### src/rtl/mie_pkg.sv
// Shared types, field widths and the microcode program of the modular inverse block.
package mie_pkg;

   localparam int FIELD_BITS = 32;
   localparam int PC_BITS    = 3;
   localparam int UCODE_LEN  = 1 << PC_BITS;

   typedef logic [PC_BITS-1:0] pc_type;

   typedef enum logic [2:0] {
      OP_NOP,
      OP_LOAD,
      OP_DIV_INIT,
      OP_DIV_STEP,
      OP_UPDATE,
      OP_REDUCE,
      OP_RESULT
   } op_type;

   typedef enum logic [2:0] {
      COND_NEVER,
      COND_ALWAYS,
      COND_NO_REQ,
      COND_RC_ZERO,
      COND_CNT_NZ,
      COND_OUT_FULL
   } cond_type;

   typedef struct packed {
      op_type   op;
      cond_type cond;
      pc_type   target;
   } ucode_type;

   typedef struct packed {
      logic req_valid;
      logic rc_zero;
      logic cnt_nz;
      logic out_full;
   } status_type;

   localparam pc_type PC_WAIT   = 3'd0;
   localparam pc_type PC_LOOP   = 3'd1;
   localparam pc_type PC_DIV    = 3'd2;
   localparam pc_type PC_UPDATE = 3'd3;
   localparam pc_type PC_REDUCE = 3'd4;
   localparam pc_type PC_RESULT = 3'd5;
   localparam pc_type PC_RETURN = 3'd6;
   localparam pc_type PC_SPARE  = 3'd7;

   // A conditional jump is taken when its condition holds, otherwise the step counter advances.
   localparam ucode_type UCODE [UCODE_LEN] = '{
      '{op: OP_LOAD,     cond: COND_NO_REQ,   target: PC_WAIT},
      '{op: OP_DIV_INIT, cond: COND_RC_ZERO,  target: PC_REDUCE},
      '{op: OP_DIV_STEP, cond: COND_CNT_NZ,   target: PC_DIV},
      '{op: OP_UPDATE,   cond: COND_ALWAYS,   target: PC_LOOP},
      '{op: OP_REDUCE,   cond: COND_NEVER,    target: PC_WAIT},
      '{op: OP_RESULT,   cond: COND_OUT_FULL, target: PC_RESULT},
      '{op: OP_NOP,      cond: COND_ALWAYS,   target: PC_WAIT},
      '{op: OP_NOP,      cond: COND_ALWAYS,   target: PC_WAIT}
   };

endpackage

### src/rtl/mie_if.sv
// Request and response channel interfaces of the modular inverse block.
interface mie_req_if import mie_pkg::*; ();
   logic                  valid;
   logic                  ready;
   logic [FIELD_BITS-1:0] value;
   logic [FIELD_BITS-1:0] modulus;

   modport source (output valid, output value, output modulus, input ready);
   modport sink (input valid, input value, input modulus, output ready);
endinterface

interface mie_rsp_if import mie_pkg::*; ();
   logic                  valid;
   logic                  ready;
   logic [FIELD_BITS-1:0] inverse;
   logic [FIELD_BITS-1:0] common_divisor;
   logic                  has_inverse;

   modport source (output valid, output inverse, output common_divisor, output has_inverse,
                   input ready);
   modport sink (input valid, input inverse, input common_divisor, input has_inverse,
                 output ready);
endinterface

### src/rtl/modular_inverse_ext_gcd.sv
// Top level of the modular inverse block: microcode sequencer and datapath.
// Each request word carries a value and a modulus; the block runs the extended Euclidean
// algorithm and answers with one response word holding the gcd and, when the gcd is 1 and
// the modulus is nonzero, the inverse of the value in 0..modulus-1 (otherwise inverse 0 and
// has_inverse low). Words are taken one at a time. Each Euclid quotient step (up to about 46
// for 32-bit operands) runs a divider set-up, the division and a coefficient update; a
// reduction and the result write follow, and the next request can be taken once the
// sequencer has passed the return step back to the load step. The shared restoring divider
// produces one quotient bit per cycle and forms the coefficient product in the same cycle.
// The response sits in an output register, so the next request is taken while it waits.
module modular_inverse_ext_gcd import mie_pkg::*; #(
   parameter int WORD_BITS = 32
) (
   input logic       clock,
   input logic       reset,
   mie_req_if.sink   req_if,
   mie_rsp_if.source rsp_if
);

   ucode_type  ctrl;
   status_type stat;

   mie_seq u_seq (
      .clock (clock),
      .reset (reset),
      .stat  (stat),
      .ctrl  (ctrl)
   );

   mie_datapath #(
      .WORD_BITS (WORD_BITS)
   ) u_datapath (
      .clock  (clock),
      .reset  (reset),
      .ctrl   (ctrl),
      .stat   (stat),
      .req_if (req_if),
      .rsp_if (rsp_if)
   );

endmodule

### src/rtl/mie_seq.sv
// Microcode sequencer: step counter, program table and jump evaluation.
module mie_seq import mie_pkg::*; (
   input  logic       clock,
   input  logic       reset,
   input  status_type stat,
   output ucode_type  ctrl
);

   pc_type    pc_ff;
   pc_type    pc_in;
   ucode_type word;
   logic      take;

   assign word = UCODE[pc_ff];
   assign ctrl = word;

   always_comb begin
      unique case (word.cond)
         COND_NEVER:    take = 1'b0;
         COND_ALWAYS:   take = 1'b1;
         COND_NO_REQ:   take = !stat.req_valid;
         COND_RC_ZERO:  take = stat.rc_zero;
         COND_CNT_NZ:   take = stat.cnt_nz;
         COND_OUT_FULL: take = stat.out_full;
         default:       take = 1'b1;
      endcase
      pc_in = take ? word.target : pc_ff + pc_type'(1);
   end

   always_ff @(posedge clock) begin
      if (reset) begin
         pc_ff <= PC_WAIT;
      end else begin
         pc_ff <= pc_in;
      end
   end

endmodule

### src/rtl/mie_datapath.sv
// Datapath: remainder and coefficient registers, bit-serial divider with fused multiply, result word.
module mie_datapath import mie_pkg::*; #(
   parameter int WORD_BITS = 32
) (
   input  logic       clock,
   input  logic       reset,
   input  ucode_type  ctrl,
   output status_type stat,
   mie_req_if.sink    req_if,
   mie_rsp_if.source  rsp_if
);

   localparam int CNT_BITS = $clog2(WORD_BITS);

   logic [WORD_BITS-1:0] mod_ff, mod_in;
   logic [WORD_BITS-1:0] rp_ff, rp_in;
   logic [WORD_BITS-1:0] rc_ff, rc_in;
   logic [WORD_BITS-1:0] tp_ff, tp_in;
   logic [WORD_BITS-1:0] tc_ff, tc_in;
   logic [WORD_BITS-1:0] part_ff, part_in;
   logic [WORD_BITS-1:0] dq_ff, dq_in;
   logic [WORD_BITS-1:0] acc_ff, acc_in;
   logic                 pneg_ff, pneg_in;
   logic                 cneg_ff, cneg_in;
   logic [CNT_BITS-1:0]  cnt_ff, cnt_in;
   logic                 out_valid_ff, out_valid_in;
   logic [WORD_BITS-1:0] inv_ff, inv_in;
   logic [WORD_BITS-1:0] gcd_ff, gcd_in;
   logic                 ok_ff, ok_in;

   logic [WORD_BITS-1:0] in_value;
   logic [WORD_BITS-1:0] in_modulus;
   logic [WORD_BITS:0]   shifted;
   logic [WORD_BITS:0]   diff;
   logic                 qbit;
   logic                 out_full;
   logic                 load_go;
   logic                 result_go;
   logic                 ok_calc;
   logic [WORD_BITS-1:0] inv_calc;

   assign in_value   = WORD_BITS'(req_if.value);
   assign in_modulus = WORD_BITS'(req_if.modulus);

   assign shifted = {part_ff, dq_ff[WORD_BITS-1]};
   assign diff    = shifted - {1'b0, rc_ff};
   assign qbit    = !diff[WORD_BITS];

   assign out_full  = out_valid_ff && !rsp_if.ready;
   assign load_go   = (ctrl.op == OP_LOAD) && req_if.valid;
   assign result_go = (ctrl.op == OP_RESULT) && !out_full;

   assign ok_calc  = (rp_ff == WORD_BITS'(1)) && (mod_ff != '0);
   assign inv_calc = (pneg_ff && (tp_ff != '0)) ? mod_ff - tp_ff : tp_ff;

   assign req_if.ready   = (ctrl.op == OP_LOAD);
   assign stat.req_valid = req_if.valid;
   assign stat.rc_zero   = (rc_ff == '0);
   assign stat.cnt_nz    = (cnt_ff != '0);
   assign stat.out_full  = out_full;

   assign rsp_if.valid          = out_valid_ff;
   assign rsp_if.inverse        = FIELD_BITS'(inv_ff);
   assign rsp_if.common_divisor = FIELD_BITS'(gcd_ff);
   assign rsp_if.has_inverse    = ok_ff;

   always_comb begin
      mod_in       = mod_ff;
      rp_in        = rp_ff;
      rc_in        = rc_ff;
      tp_in        = tp_ff;
      tc_in        = tc_ff;
      part_in      = part_ff;
      dq_in        = dq_ff;
      acc_in       = acc_ff;
      pneg_in      = pneg_ff;
      cneg_in      = cneg_ff;
      cnt_in       = cnt_ff;
      inv_in       = inv_ff;
      gcd_in       = gcd_ff;
      ok_in        = ok_ff;
      out_valid_in = out_valid_ff && !rsp_if.ready;
      unique case (ctrl.op)
         OP_LOAD: begin
            if (load_go) begin
               // A zero modulus ends the loop at once and reports the value as the divisor.
               mod_in  = in_modulus;
               rp_in   = (in_modulus == '0) ? in_value : in_modulus;
               rc_in   = (in_modulus == '0) ? '0 : in_value;
               tp_in   = '0;
               tc_in   = WORD_BITS'(1);
               pneg_in = 1'b0;
               cneg_in = 1'b0;
            end
         end
         OP_DIV_INIT: begin
            part_in = '0;
            dq_in   = rp_ff;
            acc_in  = '0;
            cnt_in  = CNT_BITS'(WORD_BITS - 1);
         end
         OP_DIV_STEP: begin
            // One quotient bit per cycle; the accumulator builds quotient times coefficient.
            part_in = qbit ? diff[WORD_BITS-1:0] : shifted[WORD_BITS-1:0];
            dq_in   = {dq_ff[WORD_BITS-2:0], qbit};
            acc_in  = {acc_ff[WORD_BITS-2:0], 1'b0} + (qbit ? tc_ff : '0);
            cnt_in  = cnt_ff - CNT_BITS'(1);
         end
         OP_UPDATE: begin
            rp_in   = rc_ff;
            rc_in   = part_ff;
            tp_in   = tc_ff;
            tc_in   = tp_ff + acc_ff;
            pneg_in = cneg_ff;
            cneg_in = !cneg_ff;
         end
         OP_REDUCE: begin
            if (tp_ff >= mod_ff) begin
               tp_in = tp_ff - mod_ff;
            end
         end
         OP_RESULT: begin
            if (result_go) begin
               inv_in       = ok_calc ? inv_calc : '0;
               gcd_in       = rp_ff;
               ok_in        = ok_calc;
               out_valid_in = 1'b1;
            end
         end
         OP_NOP: begin
         end
         default: begin
         end
      endcase
   end

   always_ff @(posedge clock) begin
      mod_ff  <= mod_in;
      rp_ff   <= rp_in;
      rc_ff   <= rc_in;
      tp_ff   <= tp_in;
      tc_ff   <= tc_in;
      part_ff <= part_in;
      dq_ff   <= dq_in;
      acc_ff  <= acc_in;
      pneg_ff <= pneg_in;
      cneg_ff <= cneg_in;
      inv_ff  <= inv_in;
      gcd_ff  <= gcd_in;
      ok_ff   <= ok_in;
   end

   always_ff @(posedge clock) begin
      if (reset) begin
         cnt_ff       <= '0;
         out_valid_ff <= 1'b0;
      end else begin
         cnt_ff       <= cnt_in;
         out_valid_ff <= out_valid_in;
      end
   end

endmodule

### src/flat_wrapper.sv
// flat-port wrapper written by rule: the top's interface ports become plain ports
module modular_inverse_ext_gcd_flat import mie_pkg::*;
#(
   parameter int WORD_BITS = 32
)
  (clock, reset, req_if_valid, req_if_value, req_if_modulus, req_if_ready, rsp_if_valid, rsp_if_inverse, rsp_if_common_divisor, rsp_if_has_inverse, rsp_if_ready);
  mie_req_if req_if_i ();
  mie_rsp_if rsp_if_i ();
  input logic clock;
  input logic reset;
  input wire logic [$bits(req_if_i.valid)-1:0] req_if_valid;
  input wire logic [$bits(req_if_i.value)-1:0] req_if_value;
  input wire logic [$bits(req_if_i.modulus)-1:0] req_if_modulus;
  output wire logic [$bits(req_if_i.ready)-1:0] req_if_ready;
  output wire logic [$bits(rsp_if_i.valid)-1:0] rsp_if_valid;
  output wire logic [$bits(rsp_if_i.inverse)-1:0] rsp_if_inverse;
  output wire logic [$bits(rsp_if_i.common_divisor)-1:0] rsp_if_common_divisor;
  output wire logic [$bits(rsp_if_i.has_inverse)-1:0] rsp_if_has_inverse;
  input wire logic [$bits(rsp_if_i.ready)-1:0] rsp_if_ready;
  assign req_if_i.valid = req_if_valid;
  assign req_if_i.value = req_if_value;
  assign req_if_i.modulus = req_if_modulus;
  assign req_if_ready = req_if_i.ready;
  assign rsp_if_valid = rsp_if_i.valid;
  assign rsp_if_inverse = rsp_if_i.inverse;
  assign rsp_if_common_divisor = rsp_if_i.common_divisor;
  assign rsp_if_has_inverse = rsp_if_i.has_inverse;
  assign rsp_if_i.ready = rsp_if_ready;
  modular_inverse_ext_gcd #(.WORD_BITS(WORD_BITS)) u_core (.clock(clock), .reset(reset), .req_if(req_if_i), .rsp_if(rsp_if_i));
endmodule
### config.mk
export PLATFORM = sky130hd
export DESIGN_NAME = modular_inverse_ext_gcd_flat
export DESIGN_NICKNAME = d
export VERILOG_FILES = /design/src/rtl/mie_pkg.sv /design/src/rtl/mie_if.sv /design/src/rtl/modular_inverse_ext_gcd.sv /design/src/rtl/mie_seq.sv /design/src/rtl/mie_datapath.sv /design/src/flat_wrapper.sv
export SDC_FILE = /design/constraint.sdc
export NUM_CORES = 1
export LEC_CHECK = 0
export BUFFER_PORTS_ARGS = -buffer_cell sky130_fd_sc_hd__buf_2
export CORE_ASPECT_RATIO = 0.6
export CORE_MARGIN = 10
export CORE_UTILIZATION = 35
export CTS_BUF_LIST = sky130_fd_sc_hd__clkbuf_16
export CTS_CLUSTER_SIZE = 40
export DETAILED_ROUTE_END_ITERATION = 10
export HOLD_SLACK_MARGIN = 0.02
export SLEW_MARGIN = 5
export SYNTH_ARGS = -nofsm -noshare
export SYNTH_HDL_FRONTEND = slang
export SYNTH_HIERARCHICAL = 1
export SYNTH_SLANG_ARGS = --single-unit
### constraint.sdc
create_clock -name clock -period 16.6 [get_ports clock]
set_input_delay 1.66 -clock clock [delete_from_list [all_inputs] [get_ports clock]]
set_output_delay 1.66 -clock clock [all_outputs]
set_load 0.03 [all_outputs]
* Word-level counts from Yosys, hierarchy flattened
Memory sizes are Yosys's and may differ from the RTL's.
Index checks and enable logic that the tools add are counted.
** Word-level totals
- Bits in registers :: 332
- ROM bits :: 72
- Output and inout bits :: 67
- Word-level logic and storage cells :: 90
- Memories kept :: 1
** Memory list
- (no name shown) :: words 8, width 9, read ports 1, clocked after Yosys merged registers in 0, write ports 0, RTL line mie_seq.sv:14 : assign word = UCODE[pc_ff];
** Operators by class
- Add/sub/neg operators :: 7
- $lt $le $gt $ge :: 2
- Equal/unequal tests :: 13
- Multiplexer cells :: 27
- Bitwise gates (word level) :: 1
- Reduce and logical (&&, ||, !) cells :: 23
** Operator list (count)
- $pmux 32 s2 :: 6
- $mux 32 :: 10
- $pmux 32 s3 :: 1
- $add 32x32->32 :: 2
- $logic_not 32->1 :: 2
- $reduce_bool 32->1 :: 2
- $sub 32x32->32 :: 2
- $sub 33x32->33 :: 1
- $eq 32x1->1 const B :: 1
- $ge 32x32->1 :: 1
- $mux 9 :: 2
- $eq 3x3->1 const B :: 5
- $eq 3x2->1 const B :: 4
- $pmux 5 s2 :: 1
- $reduce_and 2->1 :: 3
- $logic_and 1x1->1 :: 5
- $logic_not 1->1 :: 5
- $pmux 1 s5 :: 1
- $reduce_bool 5->1 :: 1
- $sub 5x1->5 const B :: 1
- $ge 4x4->1 const B :: 1
- $not 3->4 :: 1
- $pmux 1 s2 :: 2
- $reduce_bool 2->1 :: 2
- other kinds (9) :: 11

* Logic depth before layout (Yosys ltp)
- Depth in word-level cells :: 8
- Gate-level depth with buffers :: 25
- Mapped depth without buffers :: 23

* Modules after synthesis
The synthesis kept the hierarchy.
** By module, submodules not included
- mie_datapath :: times used 1, cells an instance 2209, area an instance 21556.9 µm², sequential area each 9819.4 µm²
- mie_seq :: times used 1, cells an instance 49, area an instance 405.4 µm², sequential area each 60.1 µm²

* Worst setup path after synthesis
OpenSTA, ideal clock, no wires.
- Path kind :: register to register
- Start point :: reg u_core.u_seq.pc_ff[0]
- End point :: reg u_core.u_datapath.part_ff[10], data pin
- Data arrival time :: 5.629 ns
- Slack :: 10.832 ns
- Stages on the path, launching flop included :: 11
- Buffers on the path :: 3
- Cell sequence :: dfxtp_1 > inv_1 > ha_1 > inv_1 > o21ai_0 > nor2b_1 > clkbuf_1 > nand2_1 > clkbuf_1 > clkbuf_1 > nor2_1
** RTL lines
- start, declared :: RTL line mie_seq.sv:9 : pc_type pc_ff;
- start signal, assigned :: RTL line mie_seq.sv:34 : pc_ff <= pc_in;
- end signal, assigned :: RTL line mie_datapath.sv:143 : part_ff <= part_in;
- end, declared :: RTL line mie_datapath.sv:20 : logic [WORD_BITS-1:0] part_ff, part_in;

* Final worst setup path
- Start point :: reg u_core.u_datapath.rc_ff[0]
- End point :: reg u_core.u_datapath.acc_ff[27], data pin
** Between the ends
- Longest elaborated chain between the ends :: 4
** Ends and longest elaborated chain
- start, declared :: RTL line mie_datapath.sv:17 : logic [WORD_BITS-1:0] rc_ff, rc_in;
- start signal, assigned :: RTL line mie_datapath.sv:140 : rc_ff <= rc_in;
- $sub 33x32->33 :: RTL line mie_datapath.sv:46 : assign diff = shifted - {1'b0, rc_ff};
- $mux 32 :: RTL line mie_datapath.sv:106 : acc_in = {acc_ff[WORD_BITS-2:0], 1'b0} + (qbit ? tc_ff : '0);
- $add 32x32->32 :: RTL line mie_datapath.sv:106
- $pmux 32 s2 :: RTL line mie_datapath.sv:83 : unique case (ctrl.op)
- end signal, assigned :: RTL line mie_datapath.sv:145 : acc_ff <= acc_in;
- end, declared :: RTL line mie_datapath.sv:22 : logic [WORD_BITS-1:0] acc_ff, acc_in;
No other way between the ends.
A chain may end at the register's enable or synchronous reset.

==> run_summary.xml <==
<?xml version="1.0" encoding="UTF-8"?>
<metrics>
  <group name="clocking">
    <metric name="clk_pin_slew_worst_paths" unit="ns">0.06</metric>
    <metric name="post_cts_resized" unit="">0</metric>
    <metric name="ctsRootBufferMaster" unit="">sky130_fd_sc_hd__clkbuf_16</metric>
    <metric name="tritoncts" unit="">built</metric>
    <metric name="cts_buffers" unit="">37</metric>
    <metric name="cts_buffer_depth" unit="">3</metric>
    <metric name="clkSinkCount" unit="">332</metric>
    <metric name="cts_h_tree_depth" unit="">2</metric>
    <metric name="worstSkewPairLatency" unit="ns">0.57</metric>
    <metric name="cts_setup_buffers" unit="">0</metric>
    <metric name="ctsHoldBuffers" unit="">0</metric>
  </group>
  <group name="route">
    <metric name="wire_per_inst" unit="µm">21.6</metric>
    <metric name="detail_route.drc_violations" unit="">0</metric>
    <metric name="first_iter_violations" unit="">1980</metric>
    <metric name="detail_route.first_pass.iterations" unit="">6</metric>
    <metric name="postRouteWirelength" unit="mm">69.0</metric>
    <metric name="detailroute.via_count" unit="">17900</metric>
    <metric name="vias_per_cell" unit="">5.60</metric>
    <metric name="antenna_violating_nets_post_route" unit="">0</metric>
  </group>
  <group name="sta">
    <metric name="setup_viol" unit="">0</metric>
    <metric name="final.setup.tns" unit="ns">0</metric>
    <metric name="fin_worst_skew" unit="ns">0.0221</metric>
    <metric name="count_of_pins_over_their_slew_limit" unit="">0</metric>
    <metric name="rsz0062_at_grt" unit="">false</metric>
    <metric name="max-slew-margin-rel" unit="%">25.7</metric>
    <metric name="worst-slew-pin-transition" unit="ns">1.11</metric>
    <metric name="fmax" unit="MHz">153</metric>
    <metric name="fin_crit_sh" unit="%">39.5</metric>
    <metric name="finalHoldViolations" unit="">0</metric>
    <metric name="timing.final.crit_period" unit="ns">6.55</metric>
  </group>
  <group name="worst_setup_path">
    <metric name="worst_r2r_startpoint" unit="">u_core/u_datapath/rc_ff[0]</metric>
    <metric name="end_kind" unit="">flip-flop</metric>
    <metric name="cp_common_cell" unit="">sky130_fd_sc_hd__a21oi_1</metric>
    <metric name="worst_path_largest_cell_delay" unit="ns">0.64</metric>
    <metric name="timing.setup.critical_path_class" unit="">reg -&gt; reg</metric>
    <metric name="path_max_fanout" unit="">45</metric>
    <metric name="slowest_stage" unit="">sky130_fd_sc_hd__buf_4</metric>
    <metric name="worst_ep_required_time" unit="ns">16.88</metric>
    <metric name="setup.reg_to_reg.worst_slack" unit="ns">10.05</metric>
    <metric name="worst_ep_arrival_time" unit="ns">6.83</metric>
    <metric name="timing.critical_path.from_type" unit="">flip-flop</metric>
    <metric name="worst_r2r_path_depth" unit="">22</metric>
    <metric name="crit-reg2reg-capture" unit="">u_core/u_datapath/acc_ff[27]</metric>
    <metric name="worst_path_cell_trace" unit="">ha_1, fa_1, nor2b_1, o31a_1, o31ai_4, o211ai_2, a21oi_1, o21ai_2, xor2_4, buf_4, and2_1, ha_1, a21oi_1, o22ai_1, o41ai_1, a31oi_1, a31oi_1, o21a_1, o21ai_0, a21oi_1, xor2_1, nor2_1</metric>
  </group>
  <group name="yosys">
    <metric name="syn_avg_cell_area" unit="µm²">9.74</metric>
    <metric name="ys.warnings.count" unit="">6</metric>
    <metric name="mappedNetlistNets" unit="">2491</metric>
    <metric name="postSynthCellCount" unit="">2253</metric>
    <metric name="cell_area_after_technology_mapping" unit="mm²">0.0219</metric>
  </group>
  <group name="floorplanning">
    <metric name="placeableCoreArea" unit="mm²">0.0615</metric>
    <metric name="die_width" unit="µm">343</metric>
    <metric name="row_count" unit="">70</metric>
    <metric name="die_area" unit="mm²">0.0734</metric>
    <metric name="initial_core_util" unit="%">35.7</metric>
    <metric name="floorplan.die.height" unit="µm">214</metric>
    <metric name="boundaryPins" unit="">135</metric>
  </group>
  <group name="global_route">
    <metric name="grt_max_degree" unit="">88</metric>
    <metric name="track_usage" unit="%">18.0</metric>
    <metric name="globalRouteOverflowTotal" unit="">0</metric>
    <metric name="grt_pass1_vias" unit="">16400</metric>
    <metric name="antenna_found_initial" unit="">2</metric>
    <metric name="global_route_wire_length_before_repair" unit="mm">103</metric>
  </group>
  <group name="place">
    <metric name="hpwl" unit="mm">52.7</metric>
    <metric name="dpl-instance-area" unit="mm²">0.0234</metric>
    <metric name="gp_routability_congestion" unit="">0.933</metric>
    <metric name="io_buffer_count" unit="">134</metric>
  </group>
  <group name="min_path">
    <metric name="min_delay_worst_endpoint" unit="">u_core/u_datapath/cnt_ff[4]</metric>
    <metric name="min_delay_path_depth" unit="">1</metric>
    <metric name="timing.hold.worst.start" unit="">u_core/u_datapath/cnt_ff[4]</metric>
    <metric name="timing.hold.worst.class" unit="">reg -&gt; reg</metric>
  </group>
  <group name="finish">
    <metric name="layout.filler_cells" unit="">6072</metric>
    <metric name="antenna-diode-count" unit="">0</metric>
    <metric name="total_area_of_sequential_cells" unit="mm²">0.00988</metric>
    <metric name="final_layout_size_suffix_gt1_share" unit="%">11.0</metric>
    <metric name="finalInstanceArea" unit="mm²">0.0246</metric>
    <metric name="design.final.nets" unit="">2581</metric>
    <metric name="postLayoutCoreUtil" unit="%">40.0</metric>
    <metric name="area_delta_synth_final" unit="%">12.1</metric>
    <metric name="multiInputGateArea" unit="mm²">0.0112</metric>
  </group>
  <group name="outcome">
    <metric name="status" unit="">finished clean</metric>
  </group>
  <group name="run">
    <metric name="cap_viol_max_count" unit="">0</metric>
  </group>
</metrics>
## layer usage
metal	GRT usage (%)	up-vias	part of all wire (%)	wire, µm
li1	-	8385	-	-
met1	28.6	8588	49	33900
met2	23.6	838	38	26400
met3	4.30	86	10	7250
met4	4.29	0	2.1	1470
met5	0	-	0	0
## worst max-delay path: cells and delay by family (launching register included)
| kind | cells | cell delay [ns] |
|---|---|---|
| fa+ha+maj | 3 | 0.96 |
| compound gates | 13 | 3.01 |
| flops | 1 | 0.43 |
| buf+inv | 1 | 0.64 |
| xor+xnor | 2 | 0.70 |
| simple gates | 3 | 0.50 |
## metrics by stage
step           hold slack (ns)  instances  setup slack, ns
6_report                 0.480       3198            10.05
5_1_grt                  0.505       3198             9.53
4_1_cts                  0.482       3198            10.05
3_5_place_dp             0.476       3132            10.10
3_3_place_gp             0.454       3132            10.33
2_1_floorplan            0.423       2253            10.83
## flip-flops by register name (all words and copies together), names as in the netlist, 3 cells and up
name / count
u_core/u_datapath/acc_ff: 32
u_core/u_datapath/dq_ff: 32
u_core/u_datapath/mod_ff: 32
u_core/u_datapath/part_ff: 32
u_core/u_datapath/rc_ff: 32
u_core/u_datapath/rp_ff: 32
u_core/u_datapath/rsp_if.common_divisor: 32
u_core/u_datapath/rsp_if.inverse: 32
u_core/u_datapath/tc_ff: 32
u_core/u_datapath/tp_ff: 32
u_core/u_datapath/cnt_ff: 5
u_core/u_seq/pc_ff: 3
## area by class of cell
type                       count  area share [%]
multi-input combinational   1685            45.5
sequential                   332            40.2
tap                          828            4.21
clock buffer                  37            3.76
timing repair buffer         149            3.18
inverter                     138            2.11
clock inverter                29            1.13
## placed cells by master (no fill, tap or decap), drive strengths merged, types with 39 or more instances in the layout
cell type / instances
edfxtp: 323
nand2: 268
a21oi: 190
nor2: 184
ha: 165
buf: 149
inv: 147
o21ai: 142
a21o: 76
xor2: 64
xnor2: 61
a211oi: 59
nor4: 46
and2: 42
nand3: 39
## worst max-delay path by stage
stage / start / endpoint / depth (start not counted)
4_1_cts: u_core/u_datapath/rc_ff[0] / u_core/u_datapath/acc_ff[27] / 22
3_3_place_gp: u_core/u_datapath/rc_ff[0] / u_core/u_datapath/acc_ff[27] / 22
6_report: u_core/u_datapath/rc_ff[0] / u_core/u_datapath/acc_ff[27] / 22
5_1_grt: u_core/u_datapath/rc_ff[0] / u_core/u_datapath/acc_ff[27] / 22
2_1_floorplan: u_core/u_seq/pc_ff[0] / u_core/u_datapath/part_ff[10] / 10
3_5_place_dp: u_core/u_datapath/rc_ff[0] / u_core/u_datapath/acc_ff[27] / 22
Power is not shown: default switching activity piles up to over one toggle a cycle in this logic, so the estimate is an artifact.
